==> src/rtl/hsv_to_rgb_pixel_converter_top_assert.svh <==
// assertion macros for the hsv to rgb converter
// each check is sampled on the rising clock edge and is masked while reset is high
`ifndef HSV_TO_RGB_PIXEL_CONVERTER_TOP_ASSERT_SVH
`define HSV_TO_RGB_PIXEL_CONVERTER_TOP_ASSERT_SVH

`ifndef SYNTHESIS
// same-cycle implication
`define H2R_ASSERT_NOW(lbl, ante, cons, msg) \
   lbl: assert property (@(posedge clock) disable iff (reset) (ante) |-> (cons)) \
      else $error(msg);
// next-cycle implication
`define H2R_ASSERT_NEXT(lbl, ante, cons, msg) \
   lbl: assert property (@(posedge clock) disable iff (reset) (ante) |=> (cons)) \
      else $error(msg);
`else
`define H2R_ASSERT_NOW(lbl, ante, cons, msg)
`define H2R_ASSERT_NEXT(lbl, ante, cons, msg)
`endif

`endif

==> src/rtl/h2r_pkg.sv <==
package h2r_pkg;

   // register indexes of the configuration port
   localparam logic CSR_FAST_MODE = 1'b0;
   localparam logic CSR_DIM_SHIFT = 1'b1;

   // exact variant constants
   localparam logic [7:0]  SECTOR_1_START = 8'd43;
   localparam logic [7:0]  SECTOR_2_START = 8'd86;
   localparam logic [7:0]  SECTOR_3_START = 8'd129;
   localparam logic [7:0]  SECTOR_4_START = 8'd172;
   localparam logic [7:0]  SECTOR_5_START = 8'd215;
   localparam logic [5:0]  SECTOR_LAST_F  = 6'd42;
   localparam logic [13:0] INTERP_SCALE   = 14'd10710;
   // reciprocal of 42 scaled by 2^19, exact for numerators up to 10710
   localparam logic [13:0] RECIP_42       = 14'd12484;
   localparam int          RECIP_SHIFT    = 19;

   // fast variant constants and the full scale shared by both variants
   localparam logic [5:0]  FAST_SECTOR_SIZE = 6'd32;
   localparam logic [7:0]  FULL_SCALE       = 8'd255;

   typedef struct packed {
      logic [7:0] hue;
      logic [7:0] saturation;
      logic [7:0] brightness;
   } hsv_pixel_type;

   typedef struct packed {
      logic [7:0] red;
      logic [7:0] green;
      logic [7:0] blue;
   } rgb_pixel_type;

   // stage 1: sector split
   typedef struct packed {
      logic       fast;
      logic [2:0] sec;
      logic [5:0] frac;
      logic [7:0] sat;
      logic [7:0] val;
   } st1_type;

   // stage 2: first products
   typedef struct packed {
      logic        fast;
      logic        zsat;
      logic [2:0]  sec;
      logic [5:0]  frac;
      logic [7:0]  val;
      logic [15:0] pprod;
      logic [13:0] xq;
      logic [13:0] xt;
   } st2_type;

   // stage 3: p, difference and divided weights
   typedef struct packed {
      logic       fast;
      logic       zsat;
      logic [2:0] sec;
      logic [5:0] frac;
      logic [7:0] val;
      logic [7:0] p;
      logic [7:0] diff;
      logic [7:0] dq;
      logic [7:0] dt;
   } st3_type;

   // stage 4: interpolation products
   typedef struct packed {
      logic        fast;
      logic        zsat;
      logic [2:0]  sec;
      logic [7:0]  val;
      logic [7:0]  p;
      logic [15:0] mq;
      logic [15:0] mt;
   } st4_type;

endpackage

==> src/rtl/hsv_to_rgb_pixel_converter_top.sv <==
// HSV to RGB pixel converter: takes one 8-bit hue/saturation/brightness pixel per
// transfer and returns one 8-bit red/green/blue pixel. fast_mode (index 0) picks the
// fast 32-step sector variant over the exact 43-step one; dim_shift (index 1) right
// shifts brightness in fast mode only. Write configuration only while the pipeline
// is empty. A new pixel is accepted every clock cycle while req_stall is low; each pixel
// passes through five register stages (sector split, products, divide by 42,
// interpolation multiply, sector select), and its result is presented from the last
// of them and leaves when the output is not stalled. Stages hold their data under
// stall and empty stages fill, so nothing is lost or repeated.
// No reset-time clearing pass is needed.
`include "hsv_to_rgb_pixel_converter_top_assert.svh"

module hsv_to_rgb_pixel_converter_top
   import h2r_pkg::*;
(
   input  logic          clock,
   input  logic          reset,
   input  logic          req_valid,
   output logic          req_stall,
   input  hsv_pixel_type req_data,
   output logic          rsp_valid,
   input  logic          rsp_stall,
   output rgb_pixel_type rsp_data,
   input  logic          csr_write_enable,
   input  logic          csr_index,
   input  logic [2:0]    csr_wdata
);

   logic          fast_mode_ff, fast_mode_in;
   logic [2:0]    dim_shift_ff, dim_shift_in;

   logic          vld1_ff, vld2_ff, vld3_ff, vld4_ff, rsp_valid_ff;
   logic          rdy1, rdy2, rdy3, rdy4, rdy5;

   st1_type       st1_ff, st1_in;
   st2_type       st2_ff, st2_in;
   st3_type       st3_ff, st3_in;
   st4_type       st4_ff, st4_in;
   rgb_pixel_type rsp_data_ff, rsp_data_in;

   // configuration registers
   always_comb begin
      fast_mode_in = fast_mode_ff;
      dim_shift_in = dim_shift_ff;
      if (csr_write_enable) begin
         unique case (csr_index)
            CSR_FAST_MODE: fast_mode_in = csr_wdata[0];
            CSR_DIM_SHIFT: dim_shift_in = csr_wdata;
            default:       fast_mode_in = fast_mode_ff;
         endcase
      end
   end

   always_ff @(posedge clock) begin
      if (reset) begin
         fast_mode_ff <= 1'b0;
         dim_shift_ff <= 3'd0;
      end else begin
         fast_mode_ff <= fast_mode_in;
         dim_shift_ff <= dim_shift_in;
      end
   end

   // stage flow control: a stage loads when empty or when its successor loads
   assign rdy5      = !rsp_valid_ff || !rsp_stall;
   assign rdy4      = !vld4_ff || rdy5;
   assign rdy3      = !vld3_ff || rdy4;
   assign rdy2      = !vld2_ff || rdy3;
   assign rdy1      = !vld1_ff || rdy2;
   assign req_stall = !rdy1;
   assign rsp_valid = rsp_valid_ff;
   assign rsp_data  = rsp_data_ff;

   always_ff @(posedge clock) begin
      if (reset) begin
         vld1_ff      <= 1'b0;
         vld2_ff      <= 1'b0;
         vld3_ff      <= 1'b0;
         vld4_ff      <= 1'b0;
         rsp_valid_ff <= 1'b0;
      end else begin
         if (rdy1) vld1_ff <= req_valid;
         if (rdy2) vld2_ff <= vld1_ff;
         if (rdy3) vld3_ff <= vld2_ff;
         if (rdy4) vld4_ff <= vld3_ff;
         if (rdy5) rsp_valid_ff <= vld4_ff;
      end
   end

   // stage 1: split hue into sector and position within it
   logic [7:0] hs_fast;
   logic [7:0] sec_start;
   logic [7:0] frac_exact;

   always_comb begin
      hs_fast = req_data.hue - {2'b00, req_data.hue[7:2]};
      st1_in  = '0;
      st1_in.fast = fast_mode_ff;
      st1_in.sat  = req_data.saturation;
      sec_start   = 8'd0;
      if (fast_mode_ff) begin
         st1_in.sec  = hs_fast[7:5];
         st1_in.frac = {1'b0, hs_fast[4:0]};
         st1_in.val  = req_data.brightness >> dim_shift_ff;
      end else begin
         priority if (req_data.hue >= SECTOR_5_START) begin
            st1_in.sec = 3'd5;
            sec_start  = SECTOR_5_START;
         end else if (req_data.hue >= SECTOR_4_START) begin
            st1_in.sec = 3'd4;
            sec_start  = SECTOR_4_START;
         end else if (req_data.hue >= SECTOR_3_START) begin
            st1_in.sec = 3'd3;
            sec_start  = SECTOR_3_START;
         end else if (req_data.hue >= SECTOR_2_START) begin
            st1_in.sec = 3'd2;
            sec_start  = SECTOR_2_START;
         end else if (req_data.hue >= SECTOR_1_START) begin
            st1_in.sec = 3'd1;
            sec_start  = SECTOR_1_START;
         end else begin
            st1_in.sec = 3'd0;
            sec_start  = 8'd0;
         end
         st1_in.val = req_data.brightness;
      end
      frac_exact = req_data.hue - sec_start;
      if (!fast_mode_ff) st1_in.frac = frac_exact[5:0];
   end

   // stage 2: p product and the numerators of the exact weights
   logic [13:0] sf_prod;
   logic [13:0] sfr_prod;
   logic [5:0]  frac_rev;

   always_comb begin
      frac_rev  = SECTOR_LAST_F - st1_ff.frac;
      sf_prod   = {6'd0, st1_ff.sat} * {8'd0, st1_ff.frac};
      sfr_prod  = {6'd0, st1_ff.sat} * {8'd0, frac_rev};
      st2_in.fast  = st1_ff.fast;
      st2_in.zsat  = (st1_ff.sat == 8'd0);
      st2_in.sec   = st1_ff.sec;
      st2_in.frac  = st1_ff.frac;
      st2_in.val   = st1_ff.val;
      st2_in.pprod = {8'd0, st1_ff.val} * {8'd0, FULL_SCALE - st1_ff.sat};
      st2_in.xq    = INTERP_SCALE - sf_prod;
      st2_in.xt    = INTERP_SCALE - sfr_prod;
   end

   // stage 3: divide the exact numerators by 42 through the reciprocal
   logic [27:0] divq_prod;
   logic [27:0] divt_prod;
   logic [7:0]  p_val;

   always_comb begin
      divq_prod   = {14'd0, st2_ff.xq} * {14'd0, RECIP_42};
      divt_prod   = {14'd0, st2_ff.xt} * {14'd0, RECIP_42};
      p_val       = st2_ff.pprod[15:8];
      st3_in.fast = st2_ff.fast;
      st3_in.zsat = st2_ff.zsat;
      st3_in.sec  = st2_ff.sec;
      st3_in.frac = st2_ff.frac;
      st3_in.val  = st2_ff.val;
      st3_in.p    = p_val;
      st3_in.diff = st2_ff.val - p_val;
      st3_in.dq   = divq_prod[RECIP_SHIFT +: 8];
      st3_in.dt   = divt_prod[RECIP_SHIFT +: 8];
   end

   // stage 4: one multiplier per weight, operands picked by mode
   logic [5:0] fr_fast;
   logic [7:0] mq_a, mq_b, mt_a, mt_b;

   always_comb begin
      fr_fast = FAST_SECTOR_SIZE - st3_ff.frac;
      if (st3_ff.fast) begin
         mq_a = {2'b00, fr_fast};
         mq_b = st3_ff.diff;
         mt_a = {2'b00, st3_ff.frac};
         mt_b = st3_ff.diff;
      end else begin
         mq_a = st3_ff.val;
         mq_b = st3_ff.dq;
         mt_a = st3_ff.val;
         mt_b = st3_ff.dt;
      end
      st4_in.fast = st3_ff.fast;
      st4_in.zsat = st3_ff.zsat;
      st4_in.sec  = st3_ff.sec;
      st4_in.val  = st3_ff.val;
      st4_in.p    = st3_ff.p;
      st4_in.mq   = {8'd0, mq_a} * {8'd0, mq_b};
      st4_in.mt   = {8'd0, mt_a} * {8'd0, mt_b};
   end

   // stage 5: finish q and t, then route by sector
   logic [7:0] q_val, t_val;

   always_comb begin
      if (st4_ff.fast) begin
         q_val = st4_ff.mq[12:5] + st4_ff.p;
         t_val = st4_ff.mt[12:5] + st4_ff.p;
      end else begin
         q_val = st4_ff.mq[15:8];
         t_val = st4_ff.mt[15:8];
      end
      unique case (st4_ff.sec)
         3'd1: rsp_data_in = '{red: q_val,    green: st4_ff.val, blue: st4_ff.p};
         3'd2: rsp_data_in = '{red: st4_ff.p, green: st4_ff.val, blue: t_val};
         3'd3: rsp_data_in = '{red: st4_ff.p, green: q_val,      blue: st4_ff.val};
         3'd4: rsp_data_in = '{red: t_val,    green: st4_ff.p,   blue: st4_ff.val};
         3'd5: rsp_data_in = '{red: st4_ff.val, green: st4_ff.p, blue: q_val};
         // sector 0, and sector 6 from the top of the fast hue range
         default: rsp_data_in = '{red: st4_ff.val, green: t_val, blue: st4_ff.p};
      endcase
      // exact mode grey for zero saturation
      if (!st4_ff.fast && st4_ff.zsat) begin
         rsp_data_in = '{red: st4_ff.val, green: st4_ff.val, blue: st4_ff.val};
      end
   end

   // stage payload registers
   always_ff @(posedge clock) begin
      if (rdy1) st1_ff      <= st1_in;
      if (rdy2) st2_ff      <= st2_in;
      if (rdy3) st3_ff      <= st3_in;
      if (rdy4) st4_ff      <= st4_in;
      if (rdy5) rsp_data_ff <= rsp_data_in;
   end

   // checks
   `H2R_ASSERT_NEXT(a_accept_fills_stage1, req_valid && !req_stall, vld1_ff, "accepted transfer did not reach stage 1")
   `H2R_ASSERT_NOW(a_exact_sector_range, vld1_ff && !st1_ff.fast, st1_ff.sec <= 3'd5, "exact sector out of range")
   `H2R_ASSERT_NEXT(a_grey_output, vld4_ff && rdy5 && !st4_ff.fast && st4_ff.zsat, rsp_data.red == rsp_data.green && rsp_data.green == rsp_data.blue, "zero saturation not grey")

endmodule

==> config.mk <==
export PLATFORM = sky130hd
export DESIGN_NAME = hsv_to_rgb_pixel_converter_top
export DESIGN_NICKNAME = d
export VERILOG_FILES = /design/src/rtl/h2r_pkg.sv /design/src/rtl/hsv_to_rgb_pixel_converter_top.sv
export VERILOG_INCLUDE_DIRS = /design/src /design/src/rtl
export SDC_FILE = /design/constraint.sdc
export NUM_CORES = 1
export LEC_CHECK = 0
export BUFFER_PORTS_ARGS = -buffer_cell sky130_fd_sc_hd__buf_2
export CAP_MARGIN = 20
export CORE_MARGIN = 1
export CORE_UTILIZATION = 30
export DETAILED_ROUTE_END_ITERATION = 10
export HOLD_SLACK_MARGIN = 0.02
export PLACE_DENSITY = 0.41
export SLEW_MARGIN = 20
export SYNTH_ARGS = -nofsm -noshare
export SYNTH_HDL_FRONTEND = slang
export SYNTH_SLANG_ARGS = --single-unit
==> constraint.sdc <==
create_clock -name clock -period 7.9 [get_ports clock]
set_input_delay 0.79 -clock clock [delete_from_list [all_inputs] [get_ports clock]]
set_output_delay 0.79 -clock clock [all_outputs]
set_load 0.1 [all_outputs]
==> results, run 1 <==
- The flow ran to the end, and the final reports show no timing, DRC or antenna violations.
- The global-route usage over all layers is 0.1467.
- The number of ports placed on the die boundary is 59.
- The final count of pins violating max slew is 0.
- The final weighted congestion in routability-driven placement is 0.8835.
- The remaining global-route overflow is 0.
- The number of global-route vias before repair came to 16,259.
- Synthesis produced 2,236 cells.
- Dividing the synthesized area by the synthesized cell count gives 10.19 sq um.
- The measured slew at the worst slew-check pin is 988.3 ps.
- The number of vias in the routed layout is 15,631.
- The largest fanout on the critical path is 17.
- STA puts the critical path data arrival time at 6330 ps.
- The setup fix buffers added after clock tree synthesis is 0.
- Gates resized during post-CTS repair numbered 0.
- The total number of nets in the final design is 2,871.
- The share of the Yosys chip area taken by registers is 0.2689.
- The number of fillers in the final layout is 7,705.
- The die covers 0.07705 sq mm.
- Leaving out fill and tap cells, the most frequent cells in the layout are 355 x ha_1, 345 x inv_1, 204 x fa_1.
- The initial cell density of the core is 0.3045.
- Buffers inserted during clock tree synthesis total 26.
- Among cell families on the critical path, the largest total delay comes from adder cells.
- The leading register cell type out of synthesis is edfxtp_1.
- In this run the deepest clock path goes through 3 buffers.
- The cell at the root of the clock tree is clkbuf_16.
- The count of state elements after synthesis is 207.
- The number of placement rows is 100.
- Setup violations remaining at the end of the flow were counted as 0.
- The count of unresolved DRC violations after routing is 0.
- Once detail routing completed, the nets flagged for antenna violations numbered 0.
- On the worst path, the slowest cell contributes a delay of 760 ps.
- The antenna diode count is 0.
- After detailed routing, the total wire length is 55,900 um.
- The slowest library cell on the worst path is edfxtp_1.
- After synthesis, the share of flip-flops with an asynchronous set or reset is 0.
- The critical path goes through buf_6, mux2i_1, mux2_2, nor2_1, fa_1, inv_1, fa_1, inv_1, fa_1, inv_1, fa_1, inv_1, ha_1, or2_2, o221a_2, o31a_1, o21a_1, a41o_1, o31ai_2, xnor2_1.
- The count of endpoints failing hold in the final timing report came to 0.
- The area of the mapped netlist is 0.02278 sq mm.
- The wire length of the first global-routing pass is 89,860 um.
- The pin count of the biggest net entering global routing is 56.
- In this run, post-CTS hold repair placed 0 buffers.
- The library cell used most frequently in the layout, excluding fill and tap cells, is ha_1.
- The first-pass iteration count of the detailed router is 5.
- The maximum level of the CTS H-tree is 1.
- Of the available clock period, the critical path in the final layout requires 0.7613.
- The estimated wirelength of the detail-placed design is 44,970 um.
- The number of antenna violations at the first check in global routing was 0.
- The clock net in this run drives a total of 207 sinks.
- The post-synthesis net count is 2,828.
- Setup repair after global routing left no endpoint under its margin.
- The max-capacitance violation count is 0.
- The final routed wire length divided by cell count is 17.11 um.
- The worst clock skew is 20.12 ps.
- The total buffers and inverters traversed by the critical path is 5.
- The critical path in this run is classified as flip-flop to flip-flop.
- The type of element launching the critical path is a flip-flop.
- Compared with the post-synthesis result, the final layout area differs by 10.40%.
- The starting DRC count in detailed routing is 745.
- The min-delay analysis places its worst path in the category primary input to flip-flop.
- The maximum frequency from static timing analysis is 0.1663 GHz.
- Measured along the x axis, the die boundary spans 277.6 um.
- The count of buffers inserted at the top-level ports is 58.
- The worst-skew pair later-pin latency is 570 ps.
- The summed negative setup slack over all endpoints is 0 ps.
- In this run the tightest slew margin relative to its limit is 0.3411.
- Clock-pin slew was measured on the worst setup and hold paths at 60 ps.
- The endpoint type of the worst setup path is a flip-flop.
- The number of flops mapped to enable cells by yosys is 198.
- The region available for standard cell placement spans 0.07482 sq mm.
- The via-per-instance ratio is 4.783.
- During synthesis, Yosys emitted a total of 0 warnings.
- The required time of the critical path is 8220 ps.
- Measured along the y axis, the die boundary spans 277.6 um.
- The number of distinct standard cells referenced by the synthesized netlist is 86.
- The routed design could run at a clock period as short as 6014 ps.
- Of the cells placed in the final design, the portion with a size suffix greater than 1 is 0.07656.
- TritonCTS built the clock tree.
cell type report:
class / count / area (sq um) / area share
clock buffer: 31 / 699.4 / 0.02781
clock inverter: 17 / 251.5 / 0.009998
inverter: 346 / 1299 / 0.05163
multi-input combinational: 1620 / 15120 / 0.6012
sequential: 207 / 6126 / 0.2435
tap: 969 / 1212 / 0.04820
timing repair buffer: 78 / 444.2 / 0.01766
flip-flops by register name, summed over array words and instances, names as in the netlist:
name / flops
dim_shift_ff: 3
fast_mode_ff: 1
p_val: 8
rsp_data: 24
rsp_valid: 1
st1_ff: 26
st2_ff: 46
st3_ff: 51
st4_ff: 43
vld1_ff: 1
vld2_ff: 1
vld3_ff: 1
vld4_ff: 1
synthesized netlist by cell type, types with 5 or more instances:
cell	n	area, sq um
and2b_1	7	52.55
a22oi_1	6	45.04
a21o_1	35	262.8
a221oi_1	5	43.79
and2_1	68	425.4
edfxtp_1	198	5946
nand2_1	120	450.4
nand2b_1	59	369.1
nand3_1	26	130.1
fa_1	204	4084
and3_1	6	37.54
nor3b_1	5	37.54
nor3_1	22	110.1
inv_1	345	1295
dfxtp_1	9	180.2
xor2_1	36	315.3
nand3b_1	6	45.04
or4_1	7	52.55
o21ai_0	69	345.3
o21a_1	14	105.1
a211oi_1	11	82.58
mux2_2	11	123.9
or3_1	6	37.54
nand4_1	9	56.30
o21bai_1	7	52.55
o311ai_0	7	61.31
clkbuf_1	56	210.2
ha_1	355	4442
xnor2_1	57	499.2
a21oi_1	96	480.5
nor2_1	137	514.2
a31oi_1	15	93.84
nor2b_1	72	450.4
mux2i_1	27	270.3
or2_2	22	137.6
worst register-to-register path: cells and delay by family (launching register included):
kind	cells	cell delay, ps
fa+ha+maj	5	2230
compound gates	5	1110
flops	1	760
mux	2	710
buf+inv	5	450
simple gates	2	420
xor+xnor	1	90
logic make-up (layout without fill, tap and decap cells):
group | count (synthesis) | count (layout) | synth area share
adders and majority gates | 560 | 560 | 0.3747
buffers and inverters | 409 | 472 | 0.06788
AOI/OAI and AO/OA | 338 | 338 | 0.09852
muxes | 43 | 43 | 0.02186
and+or+nand+nor | 586 | 586 | 0.1325
DFF | 207 | 207 | 0.2689
xor gates and xnor gates | 93 | 93 | 0.03575
stage by stage:
stage | instances | utilization | hold WS (ps) | setup slack (ps) | area [sq um]
5_1_grt | 3268 | 0.3362 | 378.9 | 1619 | 25150
6_report | 3268 | 0.3362 | 409.5 | 1886 | 25150
3_5_place_dp | 3219 | 0.3233 | 405.4 | 1752 | 24190
2_1_floorplan | 2236 | - | 400.3 | 2313 | 22780
3_3_place_gp | 3219 | 0.3233 | 403.8 | 1877 | 24190
4_1_cts | 3267 | 0.3360 | 372.2 | 1741 | 25140
per-layer routing:
layer,wire length [um],GRT usage,up-vias
li1,-,-,7690
met4,1088,0.02989,0
met1,27010,0.2014,7658
met3,1578,0.01474,57
met5,0,0,-
met2,26230,0.2493,226
worst paths after layout:
kind / startpoint / end / slack (ps) / cells past startpoint
worst max-delay path: st3_ff[50] / st4_ff[31] / 1890 / 20
worst min-delay path: req_data[10] / st1_ff[10] / 410 / 1
worst max register to register: st3_ff[50] / st4_ff[31] / 1890 / 20
worst min register to register: st3_ff[30] / st4_ff[38] / 420 / 0
Power of run 1 is not shown: default switching activity piles up to over one toggle a cycle in this logic, so the estimate is an artifact.
==> inputs of run 2 (changes only) <==
--- a/config.mk
+++ b/config.mk
@@ -12,7 +12,7 @@
 export CORE_UTILIZATION = 30
 export DETAILED_ROUTE_END_ITERATION = 10
 export HOLD_SLACK_MARGIN = 0.02
-export PLACE_DENSITY = 0.41
+export PLACE_DENSITY = 0.43
 export SLEW_MARGIN = 20
 export SYNTH_ARGS = -nofsm -noshare
 export SYNTH_HDL_FRONTEND = slang
==> constraint.sdc (replaced) <==
create_clock -name clock -period 5.1 [get_ports clock]
set_input_delay 0.51 -clock clock [delete_from_list [all_inputs] [get_ports clock]]
set_output_delay 0.51 -clock clock [all_outputs]
set_load 0.1 [all_outputs]
==> results, run 2 (synthesis results as in run 1) <==
- The flow ran to the end, but the final reports show violations.
- The checks that failed: negative setup slack.
- The largest fanout on the critical path came to 16 (-1).
- The count of buffers inserted at the top-level ports is 58 (unchanged).
- The worst-skew pair later-pin latency is 580 ps (about the same).
- In this design, the largest share of critical-path delay is due to adder cells.
- By instance count, the cell type seen most on the critical path is fa_1.
- The worst hold path endpoint is st1_ff[8].
- The count of endpoints failing hold in the final timing report is 0 (unchanged).
- The count of antenna-violating nets left after detailed routing was 0 (unchanged).
- The maximum single-stage delay on the critical path is 530 ps (-230 ps).
- Setup repair after global routing could not meet its margin everywhere.
- The area taken by flip-flops and latches is 0.006126 sq mm (unchanged).
- The width of the die is 277.6 um (unchanged).
- The count of unresolved DRC violations after routing is 0 (unchanged).
- The worst clock skew is 11.95 ps (-8.167 ps).
- The number of gates on the worst path with buffers counted is 20 (unchanged).
- The number of cells traversed by the worst register-to-register path is 20 (unchanged).
- The final count of pins violating max slew is 0 (unchanged).
- The type of element launching the critical path is a flip-flop.
- The maximum level of the CTS H-tree came to 1 (unchanged).
- The total buffers and inverters traversed by the critical path is 6 (+1).
- The largest buffer count on any clock path is 3 (unchanged).
- The total length of routed met2 wires is 27,220 um (+3.8%).
- The via-per-instance ratio is 4.735 (-1.0%).
- The number of vias in the routed layout came to 16,032 (+2.6%).
- The total number of nets in the final design came to 2,989 (+4.1%).
- The remaining global-route overflow is 0 (unchanged).
- The number of fillers in the final layout is 7,567 (-1.8%).
- The global-route usage over all layers was 0.1476 (+0.0008876).
- The core outline area is 0.07482 sq mm (unchanged).
- The count of clock tree sinks is 207 (unchanged).
- The antenna diode count is 0 (unchanged).
- The number of global-route vias before repair is 16,659 (+2.5%).
- The detailed router used layers up to and including met4.
- The pin count of the biggest net entering global routing is 56 (unchanged).
- The worst-case setup margin in the final layout came to -15.52 ps (-1902 ps).
- The total area of multi-input combinational cells is 0.01534 sq mm (+1.4%).
- The slack of the worst reg-to-reg path is -20 ps (-1900 ps).
- The initial cell density of the core is 0.3045 (unchanged).
- The area growth from synthesis to layout is 15.37%.
- In this run the most critical hold path is launched from req_data[8].
- The worst register-to-register path begins at st3_ff[50].
- The endpoint type of the worst setup path is a flip-flop.
- The number of ports placed on the die boundary is 59 (unchanged).
- The endpoint identified for the worst register-to-register timing path is st4_ff[28].
- The minimum period implied by the final worst setup slack came to 5116 ps (-898.4 ps).
- The register with the highest flop count is st3_ff.
- The met1 wire length is 26,610 um (-1.5%).
- Leaving out fill and tap cells, the most frequent cell in the layout is ha_1.
- The post-route clock period utilization is 1.003 (+0.2418).
- The max-slew headroom at the worst pin came to 0.3180 (-0.02305).
- TritonCTS built the clock tree.
- The final routed wire length divided by cell count is 16.71 um (-2.3%).
- The flip-flop count of the largest register, all copies and words added is 51 (unchanged).
- The worst hold margin is 109.0 ps (-300.6 ps).
- The detailed-routed wire length on met3 is 1254 um (-21%).
- The arrival time of data at the critical path endpoint is 5430 ps (-900 ps).
- The cell at the root of the clock tree is clkbuf_16.
- The required time of the critical path is 5420 ps (-2800 ps).
- The largest registers in the layout are st3_ff: 51 flops, st2_ff: 46 flops, st4_ff: 43 flops.
- In the layout the commonest cells are 351 x ha_1, 342 x inv_1, 202 x fa_1.
- The number of cells on the worst hold path came to 1 (unchanged).
- The class of the tightest hold or removal check is primary input to flip-flop.
- The wire length of the first global-routing pass is 90,910 um (+1.2%).
- The first-pass iteration count of the detailed router is 5 (unchanged).
- The number of antenna violations at the first check in global routing came to 0 (unchanged).
- The total CTS buffers is 27 (+3.8%).
- The critical path class is flip-flop to flip-flop.
- The total of endpoints with negative setup slack in the final report is 2 (+2).
- The summed negative setup slack over all endpoints came to -28.66 ps (-28.66 ps).
- The vertical die dimension is 277.6 um (unchanged).
- The largest individual stage delay along the critical path comes from the cell fa_1.
- The ratio of cells with drive above 1 in the final layout was 0.1369 (+0.06039).
- The number of placement rows is 100 (unchanged).
- The final weighted congestion in routability-driven placement was 0.8635 (-2.3%).
- The estimated wirelength of the detail-placed design is 46,950 um (+4.4%).
- The clock transition at the register clock pins on the worst setup and hold paths after CTS came to 70 ps (about the same).
- The final routed wirelength across all metal layers was 56,600 um (+1.2%).
- The signal on the critical path passes through buf_12, buf_4, mux2i_1, or2_2, fa_1, fa_1, inv_2, fa_1, inv_1, fa_1, inv_2, ha_4, or2_4, o221a_4, o31a_1, o21a_1, buf_4, o21a_1, o21ai_1, a31oi_1.
- The total die area was 0.07705 sq mm (unchanged).
- The measured slew at the worst slew-check pin is 1020 ps (+32.11 ps).
- The count of hold-fix buffers inserted at cts is 0 (unchanged).
- The max-capacitance violation count came to 0 (unchanged).
- The starting DRC count in detailed routing was 774 (+3.9%).
- The maximum frequency from static timing analysis was 0.1955 GHz (+18%).
-- run 2: changes by cell type in the layout (fill, tap and decap cells not counted), sizes merged --
cell and delta:
buf +117, bufinv +1, clkinv -2, clkbuf +2
-- run 2: worst max-delay path by stage --
stage | from | endpoint
global route | st3_ff[41] | st4_ff[31]
finish | st3_ff[50] | st4_ff[28]
floorplan | st3_ff[41] | st4_ff[31]
detailed placement | st3_ff[40] | st4_ff[31]
global placement | st3_ff[41] | st4_ff[31]
CTS | st3_ff[40] | st4_ff[31]
-- run 2: area by class of cell --
cell class              count  share of cell area
multi-input cells        1620              0.5835
flip-flops and latches    207              0.2331
repair buffers            195             0.05079
inverters                 346             0.04941
well taps                 969             0.04613
clock buffers              33             0.02732
clock inverters            16            0.009806
-- run 2: routing by layer --
metal  vias to the layer above  global-route usage
li1                       7927                   -
met1                      7873              0.1941
met2                       173              0.2555
met3                        59             0.01482
met4                         0             0.04236
met5                         -                   0
-- run 2: stage by stage --
step / area [sq um] / util / setup WS [ps] / instances
6_report: 26280 / 0.3513 / -15.52 / 3386
5_1_grt: 26280 / 0.3513 / -189.3 / 3386
3_3_place_gp: 24940 / 0.3333 / -156.7 / 3316
3_5_place_dp: 24940 / 0.3333 / -279.4 / 3316
4_1_cts: 25990 / 0.3474 / -156.5 / 3369
2_1_floorplan: 22800 / - / -55.03 / 2236
-- run 2: what timing repair did --
item,in CTS,in global routing
buffers inserted,4,17
resized for setup,14,40
setup endpoints to repair,9,22
pin swaps,12,23
Power of run 2 is left out for the same reason.
==> inputs of run 3 (changes only) <==
--- a/config.mk
+++ b/config.mk
@@ -12,7 +12,7 @@
 export CORE_UTILIZATION = 30
 export DETAILED_ROUTE_END_ITERATION = 10
 export HOLD_SLACK_MARGIN = 0.02
-export PLACE_DENSITY = 0.43
+export PLACE_DENSITY = 0.41
 export SLEW_MARGIN = 20
 export SYNTH_ARGS = -nofsm -noshare
 export SYNTH_HDL_FRONTEND = slang
==> constraint.sdc (replaced) <==
create_clock -name clock -period 6.06 [get_ports clock]
set_input_delay 0.606 -clock clock [delete_from_list [all_inputs] [get_ports clock]]
set_output_delay 0.606 -clock clock [all_outputs]
set_load 0.1 [all_outputs]
==> results, run 3 (synthesis results as in run 1) <==
- The flow ran to the end, and the final reports show no timing, DRC or antenna violations.
- The clock transition at the register clock pins on the worst setup and hold paths after CTS is 60 ps (about the same).
- The maximum level of the CTS H-tree is 1 (unchanged).
- The number of cells on the worst hold path is 1 (unchanged).
- The endpoint type of the worst setup path is a flip-flop.
- The total number of nets in the final design is 2,882 (-3.6%).
- Among cell families on the critical path, the largest total delay comes from adder cells.
- The final count of pins violating max slew came to 0 (unchanged).
- The largest fanout on the critical path is 15 (-1).
- The total buffers and inverters traversed by the critical path is 4 (-2).
- The top cell types in the final layout, fill and taps aside, are 355 x ha_1, 345 x inv_1, 204 x fa_1.
- The number of gates on the worst path with buffers counted is 19 (-5.0%).
- The minimum period implied by the final worst setup slack came to 5734 ps (+618.9 ps).
- The number of global-route vias before repair is 16,272 (-2.3%).
- The critical path class is flip-flop to flip-flop.
- The arrival time of data at the critical path endpoint is 6030 ps (+600 ps).
- The worst clock skew is 32.49 ps (+20.54 ps).
- The count of clock tree sinks is 207 (unchanged).
- The cell at the root of the clock tree is clkbuf_16.
- The via-per-instance ratio came to 4.768 (+0.69%).
- The starting DRC count in detailed routing came to 842 (+8.8%).
- The area growth from synthesis to layout is 10.55%.
- The largest registers in the layout are st3_ff: 51 flops, st2_ff: 46 flops, st4_ff: 43 flops.
- The required time of the critical path is 6350 ps (+930 ps).
- The global-route usage over all layers came to 0.1481 (+0.0005359).
- The count of unresolved DRC violations after routing is 0 (unchanged).
- The antenna diode count is 0 (unchanged).
- The number of standard cells in the layout, taps in and fillers out was 3,278 (-3.2%).
- The ratio of cells with drive above 1 in the final layout is 0.08142 (-0.05553).
- The core outline area was 0.07482 sq mm (unchanged).
- The number of instances in the placed design is 3,231 (-2.6%).
- The number of cells traversed by the worst register-to-register path came to 19 (-5.0%).
- The setup fix buffers added after clock tree synthesis is 0 (-4).
- The count of buffers inserted at the top-level ports is 58 (unchanged).
- TritonCTS built the clock tree.
- The slowest stage of the critical path belongs to the cell edfxtp_1.
- The pin count of the biggest net entering global routing is 56 (unchanged).
- The measured slew at the worst slew-check pin came to 951.6 ps (-68.83 ps).
- The number of placement rows was 100 (unchanged).
- The remaining global-route overflow came to 0 (unchanged).
- The register with the most flip-flops in the final layout is st3_ff.
- Setup repair after global routing left no endpoint under its margin.
- The worst-skew pair later-pin latency came to 570 ps (about the same).
- The number of ports placed on the die boundary is 59 (unchanged).
- The cell that appears most often on the critical path is fa_1.
- The class of the tightest hold or removal check is primary input to flip-flop.
- The wire length of the first global-routing pass is 91,140 um (+0.24%).
- The total die area is 0.07705 sq mm (unchanged).
- The final weighted congestion in routability-driven placement is 0.8471 (-1.9%).
- The total of endpoints with negative setup slack in the final report was 0 (-2).
- The max-capacitance violation count came to 0 (unchanged).
- The max-slew headroom at the worst pin is 0.3656 (+0.04753).
- The summed negative setup slack over all endpoints is 0 ps (+28.66 ps).
- The vertical die dimension was 277.6 um (unchanged).
- The final routed wirelength across all metal layers was 55,790 um (-1.4%).
- The count of endpoints failing hold in the final timing report was 0 (unchanged).
- The post-route clock period utilization came to 0.9463 (-0.05676).
- The estimated wirelength of the detail-placed design is 45,380 um (-3.3%).
- The number of fillers in the final layout was 7,611 (+0.58%).
- The initial cell density of the core is 0.3045 (unchanged).
- The maximum frequency from static timing analysis came to 0.1744 GHz (-11%).
- STA classifies the critical path startpoint as a flip-flop.
- The count of antenna-violating nets left after detailed routing is 0 (unchanged).
- The maximum single-stage delay on the critical path is 570 ps (+40 ps).
- The width of the die is 277.6 um (unchanged).
- The most common cell after layout, fill and taps aside is ha_1.
- The signal on the critical path passes through buf_4, nor2b_1, a21oi_1, or2_2, fa_1, fa_1, inv_1, fa_1, inv_1, fa_1, inv_1, ha_1, or2_2, o221a_2, o31a_1, o21a_1, a41o_1, o31ai_2, xnor2_1.
- The total CTS buffers was 26 (-3.7%).
- The final routed wire length divided by cell count is 17.02 um (+1.8%).
- The number of antenna violations at the first check in global routing is 0 (unchanged).
- The largest buffer count on any clock path is 3 (unchanged).
- The flip-flop count of the largest register, all copies and words added is 51 (unchanged).
- The first-pass iteration count of the detailed router is 5 (unchanged).
- The number of vias in the routed layout came to 15,628 (-2.5%).
run 3: timing repair:
action | in CTS | in global routing
resized for setup | 0 | 2
setup endpoints to repair | 0 | 2
hold buffers | 0 | 0
run 3: stage by stage:
stage          setup slack, ps  cell area [sq um]    util  hold slack (ps)
4_1_cts                  246.5              25180  0.3365            177.3
3_3_place_gp             403.5              24280  0.3245            410.5
3_5_place_dp             296.5              24280  0.3245            406.3
5_1_grt                  42.02              25190  0.3366            186.9
6_report                 325.6              25190  0.3366            215.5
2_1_floorplan            472.7              22780       -            400.3
run 3: final timing paths:
path	startpoint	end	slack, ps
max	st3_ff[50]	st4_ff[31]	330
min	req_data[8]	st1_ff[8]	220
max reg2reg	st3_ff[50]	st4_ff[31]	330
min reg2reg	st1_ff[25]	st2_ff[62]	410
run 3: final cells by class:
| type | instances | area [sq um] | area share |
|---|---|---|---|
| multi-input combinational | 1620 | 15130 | 0.6006 |
| sequential | 207 | 6126 | 0.2432 |
| inverter | 346 | 1299 | 0.05156 |
| tap | 969 | 1212 | 0.04814 |
| clock buffer | 29 | 671.9 | 0.02668 |
| timing repair buffer | 89 | 523.0 | 0.02077 |
| clock inverter | 18 | 226.5 | 0.008992 |
run 3: routing by layer:
layer  wire length (um)  global-route usage  share of wire  up-vias
met5                  0                   0              0        -
met1              27460              0.2072           0.49     7652
met4                862             0.02536          0.015        0
met2              26050              0.2500           0.47      213
li1                   -                   -              -     7710
met3               1417             0.01390          0.025       53
Power of run 3 is left out for the same reason.
